$ cat config.mk
export PLATFORM = sky130hd
export DESIGN_NAME = sound_register_write_translator
export DESIGN_NICKNAME = d
export VERILOG_FILES = /design/src/hdl/srwt_pkg.sv /design/src/hdl/srwt_decode.sv /design/src/hdl/sound_register_write_translator.sv
export SDC_FILE = /design/constraint.sdc
export NUM_CORES = 1
export LEC_CHECK = 0
export ABC_AREA = 0
export BUFFER_PORTS_ARGS = -buffer_cell sky130_fd_sc_hd__buf_2
export CORE_UTILIZATION = 49
export DETAILED_ROUTE_END_ITERATION = 8
export GPL_ROUTABILITY_DRIVEN = 0
export PLACE_DENSITY = 0.75
export SETUP_SLACK_MARGIN = 0.05
export SLEW_MARGIN = 20
export SYNTH_ARGS = -nofsm -noshare
export SYNTH_HDL_FRONTEND = slang
export SYNTH_HIERARCHICAL = 1
export SYNTH_SLANG_ARGS = --single-unit
$ cat constraint.sdc
create_clock -name clk -period 3.9 [get_ports clk]
set_input_delay 0.195 -clock clk [delete_from_list [all_inputs] [get_ports clk]]
set_output_delay 0.195 -clock clk [all_outputs]
set_load 0.02 [all_outputs]
$ cat src/hdl/srwt_pkg.sv
`timescale 1ns / 1ps
`default_nettype none
// ----------------------------------------------------------------------------
// srwt_pkg
// shared types, constants and tables for the sound register write translator
// ----------------------------------------------------------------------------
package srwt_pkg;

  localparam int COUNTER_BITS = 24;
  localparam int OFFSET_BITS  = 24;
  localparam int IN_DATA_BITS = 24;
  localparam int OUT_DATA_BITS = 48;
  localparam int KIND_BITS    = 2;

  localparam logic [7:0] HIGH_PAGE      = 8'hFF;
  localparam logic [7:0] MARKER_REG     = 8'h1F;
  localparam logic [3:0] WAVE_WINDOW    = 4'h3;
  localparam logic [3:0] WAVE_BASE_HI   = 4'h9;
  localparam logic [7:0] WAVE_CTRL_REG  = 8'h70;
  localparam logic [7:0] WAVE_CTRL_DATA = 8'h40;
  localparam logic [7:0] MASK_REG_A     = 8'h70;
  localparam logic [7:0] MASK_DATA_A    = 8'h80;
  localparam logic [7:0] MASK_REG_B     = 8'h73;
  localparam logic [7:0] MASK_DATA_B    = 8'h60;
  localparam logic [7:0] LEAD_RESET     = 8'hB3;
  localparam logic [COUNTER_BITS-1:0] STEP_BYTES = COUNTER_BITS'(3);
  localparam logic [2:0] END_CH0_SLOT   = 3'd4;

  typedef enum logic [KIND_BITS-1:0] {
    KIND_CMD  = 2'd0,
    KIND_LOOP = 2'd1,
    KIND_BAD  = 2'd2
  } kind_t;

  // one result beat
  typedef struct packed {
    kind_t      kind;
    logic [7:0] target_register;
    logic [7:0] target_data;
    logic [2:0] loop_slot;
    logic       recording_ended;
    logic       last_of_item;
  } result_t;

  // decode of the item in the input register
  typedef struct packed {
    logic    emit;       // a beat is produced at this phase
    logic    advance;    // beat is a command, counter moves on
    logic    stop;       // recording ends with this beat
    logic    two_beats;  // wave ram write, second beat follows
    result_t beat;
  } dec_t;

  // low bytes 0x10-0x26 to target register, zero means unmapped
  function automatic logic [7:0] reg_map(input logic [7:0] low);
    logic [7:0] t;
    unique case (low)
      8'h10: t = 8'h60;
      8'h11: t = 8'h62;
      8'h12: t = 8'h63;
      8'h13: t = 8'h64;
      8'h14: t = 8'h65;
      8'h16: t = 8'h68;
      8'h17: t = 8'h69;
      8'h18: t = 8'h6C;
      8'h19: t = 8'h6D;
      8'h1A: t = 8'h70;
      8'h1B: t = 8'h72;
      8'h1C: t = 8'h73;
      8'h1D: t = 8'h74;
      8'h1E: t = 8'h75;
      8'h20: t = 8'h78;
      8'h21: t = 8'h79;
      8'h22: t = 8'h7C;
      8'h23: t = 8'h7D;
      8'h24: t = 8'h80;
      8'h25: t = 8'h81;
      8'h26: t = 8'h84;
      default: t = 8'h00;
    endcase
    return t;
  endfunction

  // loop marker byte to slot, bit 3 flags a bad marker
  function automatic logic [3:0] marker_slot(input logic [7:0] data);
    logic [3:0] s;
    unique case (data)
      8'h01: s = 4'd0;
      8'h02: s = 4'd1;
      8'h04: s = 4'd2;
      8'h08: s = 4'd3;
      8'h81: s = 4'd4;
      8'h82: s = 4'd5;
      8'h84: s = 4'd6;
      8'h88: s = 4'd7;
      default: s = 4'b1000;
    endcase
    return s;
  endfunction

endpackage
`default_nettype wire

$ cat src/hdl/srwt_decode.sv
`timescale 1ns / 1ps
`default_nettype none
// ----------------------------------------------------------------------------
// srwt_decode
// translates one bus write into the beat of the current phase
// ----------------------------------------------------------------------------
module srwt_decode (
  input  wire logic [15:0]     write_address,
  input  wire logic [7:0]      write_data,
  input  wire logic            phase,
  input  wire logic            recording,
  output srwt_pkg::dec_t       dec
);
  import srwt_pkg::*;

  logic [7:0] low;
  logic [7:0] mapped;
  logic [3:0] slot;

  assign low    = write_address[7:0];
  assign mapped = reg_map(low);
  assign slot   = marker_slot(write_data);

  always_comb begin
    dec = '0;
    dec.beat.kind = KIND_CMD;
    if (recording && (write_address[15:8] == HIGH_PAGE)) begin
      if (low == MARKER_REG) begin
        dec.emit = 1'b1;
        dec.beat.target_data  = write_data;
        dec.beat.last_of_item = 1'b1;
        if (slot[3]) begin
          dec.beat.kind = KIND_BAD;
          dec.beat.recording_ended = 1'b1;
          dec.stop = 1'b1;
        end else begin
          dec.beat.kind      = KIND_LOOP;
          dec.beat.loop_slot = slot[2:0];
          dec.stop = (slot[2:0] == END_CH0_SLOT);
          dec.beat.recording_ended = (slot[2:0] == END_CH0_SLOT);
        end
      end else if (low[7:4] == WAVE_WINDOW) begin
        dec.emit      = 1'b1;
        dec.advance   = 1'b1;
        dec.two_beats = 1'b1;
        if (phase) begin
          dec.beat.target_register = WAVE_CTRL_REG;
          dec.beat.target_data     = WAVE_CTRL_DATA;
          dec.beat.last_of_item    = 1'b1;
        end else begin
          dec.beat.target_register = {WAVE_BASE_HI, low[3:0]};
          dec.beat.target_data     = write_data;
        end
      end else if (mapped != 8'h00) begin
        dec.emit    = 1'b1;
        dec.advance = 1'b1;
        dec.beat.target_register = mapped;
        dec.beat.last_of_item    = 1'b1;
        priority if (mapped == MASK_REG_A) begin
          dec.beat.target_data = write_data & MASK_DATA_A;
        end else if (mapped == MASK_REG_B) begin
          dec.beat.target_data = write_data & MASK_DATA_B;
        end else begin
          dec.beat.target_data = write_data;
        end
      end
    end
  end

endmodule
`default_nettype wire

$ cat src/hdl/sound_register_write_translator.sv
`timescale 1ns / 1ps
`default_nettype none
// ----------------------------------------------------------------------------
// sound_register_write_translator
// records sound register writes from the cpu bus as register commands
// ----------------------------------------------------------------------------
// Bus writes arrive as beats on the s_ side and land in an input register.
// From there one pass of decode logic fills the output register, so an item
// producing a single beat (register command, loop point, bad marker) or none
// at all leaves the input register once its beat is loaded, and the block
// takes one item per cycle while the output register is not stalled. A wave
// ram write produces two beats through the single output register and holds
// the input register until its second beat is loaded. An input beat passes
// the input register and then the output register. The byte counter advances
// by 3 per command beat. Loop points are reported through the stream_offset
// of the loop beat. command_lead_byte is held for the downstream stream
// writer and appears in no beat.
// ----------------------------------------------------------------------------
module sound_register_write_translator (
  input  wire logic        clk,
  input  wire logic        rst,
  // configuration: command_lead_byte
  input  wire logic        cfg_wen,
  input  wire logic [7:0]  cfg_wdata,
  // input beats
  input  wire logic        s_tvalid,
  output logic             s_tready,
  input  wire logic [23:0] s_tdata,   // write_address[15:0], write_data[23:16]
  // result beats
  output logic             m_tvalid,
  input  wire logic        m_tready,
  output logic [47:0]      m_tdata,   // target_register[7:0], target_data[15:8],
                                      // stream_offset[39:16], loop_slot[42:40],
                                      // recording_ended[43], zero fill [47:44]
  output logic [1:0]       m_tuser,   // result_kind[1:0]
  output logic             m_tlast    // last_of_item
);
  import srwt_pkg::*;

  // input register
  logic        in_valid;
  logic [15:0] in_addr;
  logic [7:0]  in_data;
  logic        phase;     // second beat of a wave write is due

  // block state
  logic                    recording;
  logic [COUNTER_BITS-1:0] counter;
  logic [7:0]              command_lead_byte;

  // output register
  result_t                 out_beat;
  logic [OFFSET_BITS-1:0]  out_offset;

  dec_t dec;
  logic out_free;
  logic load;
  logic in_done;

  srwt_decode u_decode (
    .write_address (in_addr),
    .write_data    (in_data),
    .phase         (phase),
    .recording     (recording),
    .dec           (dec)
  );

  // output register can take a beat when empty or being drained
  assign out_free = !m_tvalid || m_tready;
  assign load     = in_valid && dec.emit && out_free;
  // item leaves once its final beat is loaded, or at once if it has none
  assign in_done  = in_valid && (!dec.emit || (load && (!dec.two_beats || phase)));
  assign s_tready = !in_valid || in_done;

  always_ff @(posedge clk) begin
    if (rst) begin
      in_valid          <= 1'b0;
      phase             <= 1'b0;
      m_tvalid          <= 1'b0;
      recording         <= 1'b1;
      counter           <= '0;
      command_lead_byte <= LEAD_RESET;
    end else begin
      if (cfg_wen) begin
        command_lead_byte <= cfg_wdata;
      end
      if (s_tvalid && s_tready) begin
        in_valid <= 1'b1;
      end else if (in_done) begin
        in_valid <= 1'b0;
      end
      if (in_done) begin
        phase <= 1'b0;
      end else if (load) begin
        phase <= 1'b1;
      end
      if (load) begin
        m_tvalid <= 1'b1;
        if (dec.advance) begin
          counter <= counter + STEP_BYTES;
        end
        if (dec.stop) begin
          recording <= 1'b0;
        end
      end else if (m_tready) begin
        m_tvalid <= 1'b0;
      end
    end
  end

  // payload registers
  always_ff @(posedge clk) begin
    if (s_tvalid && s_tready) begin
      in_addr <= s_tdata[15:0];
      in_data <= s_tdata[23:16];
    end
    if (load) begin
      out_beat   <= dec.beat;
      out_offset <= OFFSET_BITS'(counter);
    end
  end

  assign m_tdata = {4'b0000, out_beat.recording_ended, out_beat.loop_slot, out_offset,
                    out_beat.target_data, out_beat.target_register};
  assign m_tuser = out_beat.kind;
  assign m_tlast = out_beat.last_of_item;

endmodule
`default_nettype wire

Word level (Yosys, flattened, before mapping)
Memory sizes are Yosys's and may differ from the RTL's. A register that Yosys moved wholly into a read port is not among the register bits.
Cells that the tools add are included.

operators by class
  bitwise logic cells = 2
  add/sub/neg operators = 1
  equal/unequal tests = 14
  reductions and logical operators = 24
  mux-type cells = 31

operator list
  cell                                                  count
  two-way mux 16 bit                                    3
  equality test 8 bit (second input constant)           5
  two-way mux 8 bit                                     5
  case mux 4 bit (8 select lines)                       1
  two-way mux 27 bit                                    1
  adder 24 x 2 -> 24 bit (second input constant)        1
  equality test 8 x 7 -> 1 bit (second input constant)  2
  two-way mux 1 bit                                     14
  equality test 8 x 1 -> 1 bit (second input constant)  1
  equality test 8 x 2 -> 1 bit (second input constant)  1
  equality test 8 x 3 -> 1 bit (second input constant)  1
  equality test 8 x 4 -> 1 bit (second input constant)  1
  equality test 8 x 5 -> 1 bit (second input constant)  1
  two-way mux 2 bit                                     4
  nonzero test 8 bit                                    1
  logical AND 1 bit                                     6
  two-way mux 6 bit                                     1
  AND reduction 2 bit                                   3
  equality test 4 x 2 -> 1 bit (second input constant)  1
  zero test 1 bit                                       4
  logical OR 1 bit                                      4
  two-way mux 4 bit                                     1
  nonzero test 2 bit                                    2
  OR reduction 2 bit                                    2
  5 further kinds                                       6

word-level totals
  output and inout bits = 53
  register bits after elaboration = 99
  logic and storage cells = 87
  memories kept = 1
  ROM bits = 512
  bits of input ports = 37

memories
  memory           words  width  rd ports  clocked after Yosys merged registers in  wr ports  line            text
  (no name shown)  64     8      1         1                                        0         srwt_pkg.sv:57  unique case (low)

Logic depth before layout (Yosys ltp)
Gate-level depths: netlist of run 1.

  depth in word-level cells = 17
  depth in mapped cells = 14
  mapped depth without buffers = 12

Hierarchy
Netlist of run 1, hierarchy kept.

by module, submodules not included
  module                           times used  area an instance (um2)  seq. area each (um2)  cells each
  sound_register_write_translator  1           3,545.9                 2,692.6               239
  srwt_decode                      1           894.6                   0.0                   132

Worst setup path before layout of run 1
No wires, ideal clock.

  path kind = flip-flop to flip-flop
  from = reg in_addr[0]
  to = reg in_addr[0], enable pin
  library setup time = 408 ps
  data required time = 3,492 ps
  setup slack = 37 ps
  stages on the path, launching flop included = 11
  clock period less this slack = 3,863 ps
  path buffers = 0
  arrival = 3,455 ps
  cells stage by stage = edfxtp_1 -> inv_1 -> ha_1 -> or2_0 -> mux4_2 -> a211oi_2 -> nor4b_2 -> a31oi_1 -> nand2_1 -> a21oi_1 -> nor2b_1

RTL lines
  element                 line                                    text
  from (decl)             sound_register_write_translator.sv:42   logic [15:0] in_addr;
  from (signal assigned)  sound_register_write_translator.sv:114  in_addr <= s_tdata[15:0];

==> results of run 1 <==
flip-flops by register name, indices dropped and copies added, names as in the netlist:
register    cells
out_offset     24
m_tvalid        1
recording       1
in_addr        16
m_tlast         1
m_tdata        20
in_data         8
m_tuser         2
counter        24
phase           1
in_valid        1
kinds of logic after synthesis:
family | synth area share [%]
XOR/XNOR | 1.38
other | 0.0844
flip-flops | 60.6
AO/OA/AOI/OAI | 11.8
multiplexers | 1.92
AND/OR/NAND/NOR | 18.8
adder cells (fa/ha/maj) | 1.97
buffers and inverters | 3.44
worst reg2reg max path: stages (launching register included):
cell and delay [ps]:
edfxtp_1 470, inv_1 120, ha_1 250, or2_0 220
mux4_2 510, a211oi_2 350, nor4b_4 330, a31oi_1 210
and2_2 300, and2_2 360, buf_12 240
synthesized netlist by cell type (2+ instances only):
cell      instances
nor2b_1           3
ha_1              7
a211oi_1          2
o21ai_0           9
a41oi_1           2
clkbuf_1          5
a31oi_1           2
o211a_1           3
or3_1             5
and4_1            2
o41ai_1           2
dfxtp_1          28
or3_2             2
buf_1             2
nand4_1           7
and3_1            8
nand2_1          30
buf_2             5
nor2_1           26
edfxtp_1         71
inv_1             7
nand4b_1          2
buf_4             7
o31ai_1          13
mux2i_1           4
nor4_1            5
o21bai_1          2
o21a_1            5
and2_1            8
xor2_1            4
xnor2_1           3
nand2b_1          5
or4_1            13
a21oi_1          31
nor3_1            2
nand3_1          10
buf_6             2
layer usage:
metal	GRT usage [%]	up-vias	part of all wire, %
met5	0	-	0
met4	8.84	0	2.1
met3	5.68	19	5.1
met2	32.3	91	49
met1	24.8	1549	44
li1	-	1613	-
what timing repair did:
item                                    CTS  global route
endpoints found under the setup margin    0            48
hold endpoints to repair                 23             0
resized for setup                         0             5
hold buffers                             23             0
setup buffers                             0             5
final cells by class:
cell class,count,area [um^2]
sequential,99,2690
tap,108,135
fill,710,3360
clock inverter,6,46.3
clock buffer,10,149
timing repair buffer,112,721
inverter,7,26.3
multi-input combinational,247,1630
per-stage QoR:
step / hold slack, ps / cells / instance area [um^2] / setup WS, ps / total power, uW
finish: 21.4 / 589 / 5400 / 286 / 1900
global route: 4.81 / 589 / 5400 / 59.1 / 1970
CTS: 1.00 / 584 / 5340 / 85.5 / 1910
detailed placement: 373 / 545 / 4920 / 135 / 1260
global placement: 371 / 545 / 4920 / 271 / 1250
floorplan: 294 / 374 / 4450 / 157 / 1230
path summary, 6_finish.rpt:
check,endpoint,slack [ps]
setup / recovery,m_tdata[0]$_DFFE_PP_,290
hold reg to reg,out_offset[23]$_DFFE_PP_,490
setup reg to reg,m_tdata[0]$_DFFE_PP_,290
hold / removal,in_data[0]$_DFFE_PP_,20
power by group through the flow:
stage          combinational, uW  sequential, uW  clock, uW
6_report                     107            1150        645
5_1_grt                      117            1150        701
4_1_cts                      101            1150        656
3_5_place_dp                82.5            1170          0
3_3_place_gp                79.8            1170          0
2_1_floorplan               64.6            1170          0
==> qor.yml, run 1 <==
clockBufferDepth: 2
yosys.area.top_type_share_pct: 48.0
first_pass_iters: 4
critical-path-slowest-cell: "mux4_2"
cts_buffers: 9
critPathMaxFanout: 33
r2r_start: "in_addr[0]$_DFFE_PP_"
holdPathStages: 1
crit_start: "in_addr[0]$_DFFE_PP_"
final_common_cell: "buf_2"
post-dp-hpwl_mm: 5.89
clock-sinks: 99
syn_to_final_growth_pct: 21.7
finalCriticalPeriod_ps: 3610
dieArea_um2: 9450
cp.required_ps: 4030
dieWidth_um: 97.2
netSwitchingFraction_pct: 23.1
crit_family: "simple AND/OR/NAND/NOR gates"
crit_top_cell: "and2_2"
p_leak_uw: 0.00209
netlist_area_um2: 4440
num-nets-final: 520
h-tree-depth: 3
die_h_um: 97.2
synth-edff-count: 71
first_global_vias: 3115
critPathMaxStageDelay_ps: 510
final_antenna_net_count: 0
hold_class: "input pin to flip-flop"
p_switching_uw: 438
routed_via_density: 5.56
status: "finished clean"
io-pin-count: 90
antenna_found_initial: 0
maxCapViolCount: 0
rsz0062_at_grt: "false"
grt_overflow: 0
ys_seq_elements: 99
maxSlewViolCount: 0
yosysWarnings: 6
timing.final.crit_share_pct: 92.7
track_usage_pct: 19.9
synth.distinct_cells: 64
clkTransAtPathRegs_ps: 90
clk_latency_ps: 380
max_freq_mhz: 277
worstSetupPathType: "flip-flop to flip-flop"
drtIter0Drc: 144
synth_top_area_cell: "edfxtp_1"
clock-root-buffer: "clkbuf_8"
cp-end-kind: "flip-flop"
p_int_uw: 1460
post_drt_wl_per_cell_um: 15.1
numPortBuffers: 76
post_route_cells_drive_above_1_share_pct: 26.2
setup_viol_count_final: 0
path_buf_inv: 2
vias: 3272
placementRows: 34
drc: 0
wl_mm: 8.87
grt_max_degree: 34
core_um2: 8760
num_antenna_cells: 0
ys.flop_type: "edfxtp_1"
synthTopCellsByArea: "edfxtp_1, dfxtp_1, a21oi_1"
seq_area_frac_synth_pct: 60.6
async_reset_ff_share_pct: 0
cts_tree: "built"
final_cell_mix: "buf_2, edfxtp_1, a21oi_1"
min-delay-start: "s_tdata[16]"
worstPathArrival_ps: 3740
finalClockSkew_ps: 8.42
syn_inst: 371
avgSynthCellArea_um2: 12.0
hold_violations: 0
pwr-share-seq_pct: 60.4
setup_tns_ps: 0
p_comb_share_pct: 5.6
p_clk_share_pct: 33.9
grt_pass1_wl_mm: 14.8
start_kind: "flip-flop"
tightest_slew_ps: 657
cp.depth: 10
relSlewSlack_pct: 55.8
p_per_area_nw_per_um2: 352
ir_worst_vdd_mv: 0.193
worst_r2r_path_depth: 10
utilization_pct: 61.7
crit_chain: "inv_1 -> ha_1 -> or2_0 -> mux4_2 -> a211oi_2 -> nor4b_4 -> a31oi_1 -> and2_2 -> and2_2 -> buf_12"
start_util_pct: 50.7
No activity file was read; power rests on OpenSTA's default activity.
==> run 2: changes to the inputs <==
==> constraint.sdc (replaced) <==
create_clock -name clk -period 3.2 [get_ports clk]
set_input_delay 0.16 -clock clk [delete_from_list [all_inputs] [get_ports clk]]
set_output_delay 0.16 -clock clk [all_outputs]
set_load 0.02 [all_outputs]
==> run 2 against run 1 <==
Against the previous run:
- setup slack got worse by 250 ps
- die area did not move
- sequential share of layout area fell by 1.8 points
- first-iteration DRC count fell by 12%
- critical path depth rose by 1
- via count rose by 2.8%
- register-to-register slack got worse by 210 ps
- sequential power rose by 22%
- highest routed layer unchanged
- design area rose by 3.8%
- cell count rose by 2.4%
- wire length rose by 3.4%
- combinational power rose by 39%
==> qor.yml, run 2 (same netlist as run 1, synthesis figures left out) <==
status: "finished clean"
ir_worst_vdd_mv: 0.299  # +55%
clk_latency_ps: 370  # about the same
cp.required_ps: 3040  # -990 ps
grt_overflow: 0  # unchanged
maxSlewViolCount: 0  # unchanged
pwr-share-seq_pct: 60.8  # +0.4 points
p_per_area_nw_per_um2: 410  # +17%
utilization_pct: 64.0  # +2.4 points
worstSetupPathType: "flip-flop to primary output"
drc: 0  # unchanged
seq_area_um2: 2690  # unchanged
holdPathStages: 3  # +2
multiInputGateArea_um2: 1730  # +5.9%
num-nets-final: 534  # +2.7%
start_util_pct: 50.7  # unchanged
numPortBuffers: 76  # unchanged
die_h_um: 97.2  # unchanged
final_cell_mix: "buf_2, edfxtp_1, nand2_1, a21oi_1, dfxtp_1"
reg2reg_slack_ps: 80  # -210 ps
antenna_found_initial: 0  # unchanged
track_usage_pct: 19.9  # -0.025 points
p_switching_uw: 546  # +25%
first_pass_iters: 4  # unchanged
finalCriticalPeriod_ps: 3160
post_route_cells_drive_above_1_share_pct: 30.5  # +4.3 points
clkTransAtPathRegs_ps: 100  # about the same
p_int_uw: 1750  # +20%
start_kind: "flip-flop"
post_drt_wl_per_cell_um: 15.2  # +0.96%
clock-sinks: 99  # unchanged
post-dp-hpwl_mm: 6.16  # +4.6%
grt_max_degree: 49  # +44%
netSwitchingFraction_pct: 23.8  # +0.69 points
final_common_cell: "buf_2"
relSlewSlack_pct: 58.6  # +2.8 points
dieArea_um2: 9450  # unchanged
cp-end-kind: "primary output"
hold_violations: 0  # unchanged
first_global_vias: 3235  # +3.9%
fin_hold_ws_ps: 24.8  # +3.39 ps
dieWidth_um: 97.2  # unchanged
grt_pass1_wl_mm: 15.1  # +1.9%
h-tree-depth: 3  # unchanged
io-pin-count: 90  # unchanged
p_comb_share_pct: 6.5  # +0.9 points
clock-root-buffer: "clkbuf_8"
wl_mm: 9.17  # +3.4%
critPathMaxFanout: 4  # -88%
timing.final.crit_share_pct: 98.8
num_antenna_cells: 0  # unchanged
rsz0062_at_grt: "true"
setup_viol_count_final: 0  # unchanged
core_um2: 8760  # unchanged
cts_buffers: 9  # unchanged
worstPathArrival_ps: 3000  # -740 ps
clockBufferDepth: 2  # unchanged
tightest_slew_ps: 620  # -36.7 ps
syn_to_final_growth_pct: 26.3
placementRows: 34  # unchanged
max_freq_mhz: 316
drtIter0Drc: 127  # -12%
vias: 3365  # +2.8%
maxCapViolCount: 0  # unchanged
finalClockSkew_ps: 12.1  # +3.71 ps
p_clk_share_pct: 32.7  # -1.2 points
routed_via_density: 5.58  # +0.45%
n_fill_cell: 687  # -3.2%
worst_r2r_path_depth: 11  # +1
hold_class: "input pin to flip-flop"
p_leak_uw: 0.00218  # +4.4%
cts_tree: "built"
final_antenna_net_count: 0  # unchanged
[run 2: changes by cell type in the layout (fill, tap and decap cells not counted), sizes merged]
cell,before,now
buf,89,102
clkinv,2,4
clkbuf,10,9
clkinvlp,2,1
dlygate4sd3,23,24
[run 2: path summary, 6_finish.rpt]
check | startpoint | end
hold reg to reg | counter[23]$_SDFFE_PP0P_ | out_offset[23]$_DFFE_PP_
setup reg to reg | in_addr[1]$_DFFE_PP_ | counter[0]$_SDFFE_PP0P_
setup / recovery | in_addr[1]$_DFFE_PP_ | s_tready
hold / removal | s_tvalid | in_valid$_SDFFE_PP0P_
[run 2: area by class of cell]
| cell class | instances | area share (%) |
|---|---|---|
| Clock buffer | 9 | 2.21 |
| Clock inverter | 7 | 1.14 |
| Inverter | 7 | 0.468 |
| Multi-Input combinational cell | 247 | 30.8 |
| Sequential cell | 99 | 48.0 |
| Tap cell | 108 | 2.41 |
| Timing Repair Buffer | 126 | 14.9 |
[run 2: metrics by stage]
| stage | setup TNS (ps) | power, uW | instances | setup WS [ps] | instance area, um^2 |
|---|---|---|---|---|---|
| after floorplan | 0 | 1500 | 374 | 47.1 | 4470 |
| after global placement | 0 | 1540 | 560 | 107 | 5040 |
| after detailed placement | -6.28 | 1540 | 560 | -6.28 | 5040 |
| after CTS | 0 | 2300 | 600 | 23.6 | 5510 |
| after global routing | -2110 | 2380 | 603 | -124 | 5610 |
| final | 0 | 2300 | 603 | 39.8 | 5610 |
[run 2: power by group through the flow]
stage	Combinational (uW)	Sequential [uW]	Clock, uW
after floorplan	80.4	1420	0
after global placement	112	1420	0
after detailed placement	115	1430	0
after CTS	140	1400	766
after global routing	162	1400	813
final	149	1400	751
[run 2: repair_timing]
action / CTS / global route
hold buffers: 24 / 0
pin swaps: 2 / 5
buffers inserted: 0 / 3
endpoints found under the hold margin: 24 / 0
gates cloned: 0 / 0
gates resized for setup: 7 / 20
setup endpoints to repair: 30 / 96
[run 2: per-layer routing]
metal | global-route usage (%) | wire, um
met1 | 24.8 | 3980
met2 | 34.7 | 4680
met3 | 4.17 | 416
met4 | 6.08 | 88
met5 | 0 | 0
[run 2: worst max-delay path, stage by stage, from the launching register on]
cell      delay (ps)
edfxtp_1         480
ha_4             210
or2_0            220
mux4_2           530
a211oi_4         310
nor4b_4          280
a31oi_2          130
buf_4            170
nand2_4           70
a21oi_4           40
inv_2             80
buf_6            110
==> run 3: changes to the inputs <==
--- a/config.mk
+++ b/config.mk
@@ -7,10 +7,12 @@
 export LEC_CHECK = 0
 export ABC_AREA = 0
 export BUFFER_PORTS_ARGS = -buffer_cell sky130_fd_sc_hd__buf_2
-export CORE_UTILIZATION = 49
+export CELL_PAD_IN_SITES_DETAIL_PLACEMENT = 0
+export CELL_PAD_IN_SITES_GLOBAL_PLACEMENT = 2
+export CORE_UTILIZATION = 32
 export DETAILED_ROUTE_END_ITERATION = 8
 export GPL_ROUTABILITY_DRIVEN = 0
-export PLACE_DENSITY = 0.75
+export PLACE_DENSITY_LB_ADDON = 0.1
 export SETUP_SLACK_MARGIN = 0.05
 export SLEW_MARGIN = 20
 export SYNTH_ARGS = -nofsm -noshare
==> run 3 against run 2 <==
Against the previous run:
- cell count grew 15%
- non-clock buffer count is 20 higher
- combinational power up 9%
- maximum frequency decreased by 0.71%
- wire length rose by 9.4%
- power rose by 19%
- clock-buffer cell count stayed put
- die area rose by 52%
- first-iteration DRC count is 31% higher
- design area is 7.8% higher
==> qor.yml, run 3 (same netlist as run 1, synthesis figures left out) <==
clk_latency_ps: 350  # -20 ps
final_cell_mix: "buf_2, edfxtp_1, buf_4"
clock-root-buffer: "clkbuf_16"
post-dp-hpwl_mm: 6.88  # +12%
placed_area_um2: 5200  # +3.2%
worstPathArrival_ps: 3460  # +460 ps
placementRows: 42  # +24%
cts_buffers: 9  # unchanged
dieWidth_um: 120  # +23%
hold_violations: 0  # unchanged
num_antenna_cells: 0  # unchanged
tightest_slew_ps: 652  # +31.7 ps
setup_viol_count_final: 0  # unchanged
rsz0062_at_grt: "true"
hold_class: "input pin to flip-flop"
p_leak_uw: 0.00234  # +7.0%
start_kind: "flip-flop"
ir_worst_vdd_mv: 0.289  # -3.5%
vias: 3345  # -0.59%
finalCriticalPeriod_ps: 3180  # +22.7 ps
max_freq_mhz: 314  # -0.71%
routed_via_density: 4.84  # -13%
track_usage_pct: 14.7  # -5.3 points
grt_overflow: 0  # unchanged
h-tree-depth: 3  # unchanged
final_area_um2: 6050  # +7.8%
maxSlewViolCount: 0  # unchanged
clkTransAtPathRegs_ps: 70  # -30 ps
wl_mm: 10.0  # +9.4%
clock-sinks: 99  # unchanged
cts_tree: "built"
setup_tns_ps: 0  # unchanged
post_drt_wl_per_cell_um: 14.5  # -4.5%
worstSetupPathType: "flip-flop to flip-flop"
n_fill_cell: 1246  # +81%
stdcell_count: 691  # +15%
critPathMaxFanout: 7  # +3
timing.final.crit_share_pct: 99.5  # +0.71 points
maxCapViolCount: 0  # unchanged
syn_to_final_growth_pct: 36.2
grt_max_degree: 49  # unchanged
clockBufferDepth: 2  # unchanged
start_util_pct: 33.1  # -18 points
grt_pass1_wl_mm: 16.2  # +7.2%
finalClockSkew_ps: 9.45  # -2.68 ps
final_antenna_net_count: 0  # unchanged
cp.required_ps: 3470  # +430 ps
drtIter0Drc: 167  # +31%
first_pass_iters: 4  # unchanged
die_h_um: 120  # +23%
drc: 0  # unchanged
num-nets-final: 554  # +3.7%
p_per_area_nw_per_um2: 454  # +11%
dieArea_um2: 14400  # +52%
cp-end-kind: "flip-flop"
status: "finished clean"
io-pin-count: 90  # unchanged
core_um2: 13400  # +53%
antenna_found_initial: 0  # unchanged
final_common_cell: "buf_2"
relSlewSlack_pct: 56.5  # -2.1 points
first_global_vias: 3176  # -1.8%
dp.cells: 638  # +14%
post_route_cells_drive_above_1_share_pct: 35.7  # +5.2 points
numPortBuffers: 76  # unchanged
run 3: routing by layer:
layer  part of all wire, %  track usage (%)  wire length [um]
met5                     0                0                 0
met4                   1.7             6.09               167
met3                   3.9             3.14               394
met1                    51             20.6              5110
met2                    43             21.9              4370
run 3: critical path, cell delays in order (launching register included):
cell	delay (ps)
edfxtp_1	470
buf_4	170
buf_4	130
ha_2	200
nor4_2	240
buf_4	170
nor4b_4	40
buf_4	140
a21oi_4	200
and3_4	210
nand4_1	240
buf_6	250
or4_1	490
a21oi_1	140
run 3: cell type report:
class,count,area [um^2],share of cell area (%)
Tap cell,176,220,3.64
Multi-Input combinational cell,247,1780,29.4
Inverter,7,26.3,0.435
Clock inverter,7,100,1.66
Timing Repair Buffer,146,1000,16.6
Clock buffer,9,225,3.72
Sequential cell,99,2690,44.5
run 3: final timing paths:
kind                                             start                       end  slack, ps  depth (start not counted)
worst min-delay path                          s_tvalid     in_valid$_SDFFE_PP0P_         50                          3
worst max register to register    in_addr[1]$_DFFE_PP_  counter[13]$_SDFFE_PP0P_         20                         13
worst min register to register  recording$_SDFFE_PP1P_    recording$_SDFFE_PP1P_        470                          1
worst max-delay path              in_addr[1]$_DFFE_PP_  counter[13]$_SDFFE_PP0P_         20                         13
run 3: report_power, final:
part	internal, uW	total, uW	switching, uW	leakage, uW
Sequential	1380	1400	17.4	0.000960
Clock	691	1180	491	0.000149
Combinational	86.8	162	75.3	0.00123
run 3: repair_timing:
item,4_1_cts,5_1_grt
pin swaps,5,20
setup buffers,3,9
hold buffers,24,0
gates resized for setup,14,33
endpoints found under the hold margin,24,0
setup endpoints to repair,66,98
gates cloned,0,1
run 3: per-stage QoR:
stage / worst slack (ps) / hold WS, ps / util, % / total power [uW]
after floorplan: 47.1 / 259 / - / 1500
after global placement: -2.32 / 337 / 38.8 / 1550
after detailed placement: -22.8 / 338 / 38.8 / 1550
after CTS: 49.8 / 34.1 / 43.6 / 2770
after global routing: -146 / 47.3 / 45.1 / 2850
final: 17.0 / 48.2 / 45.1 / 2740
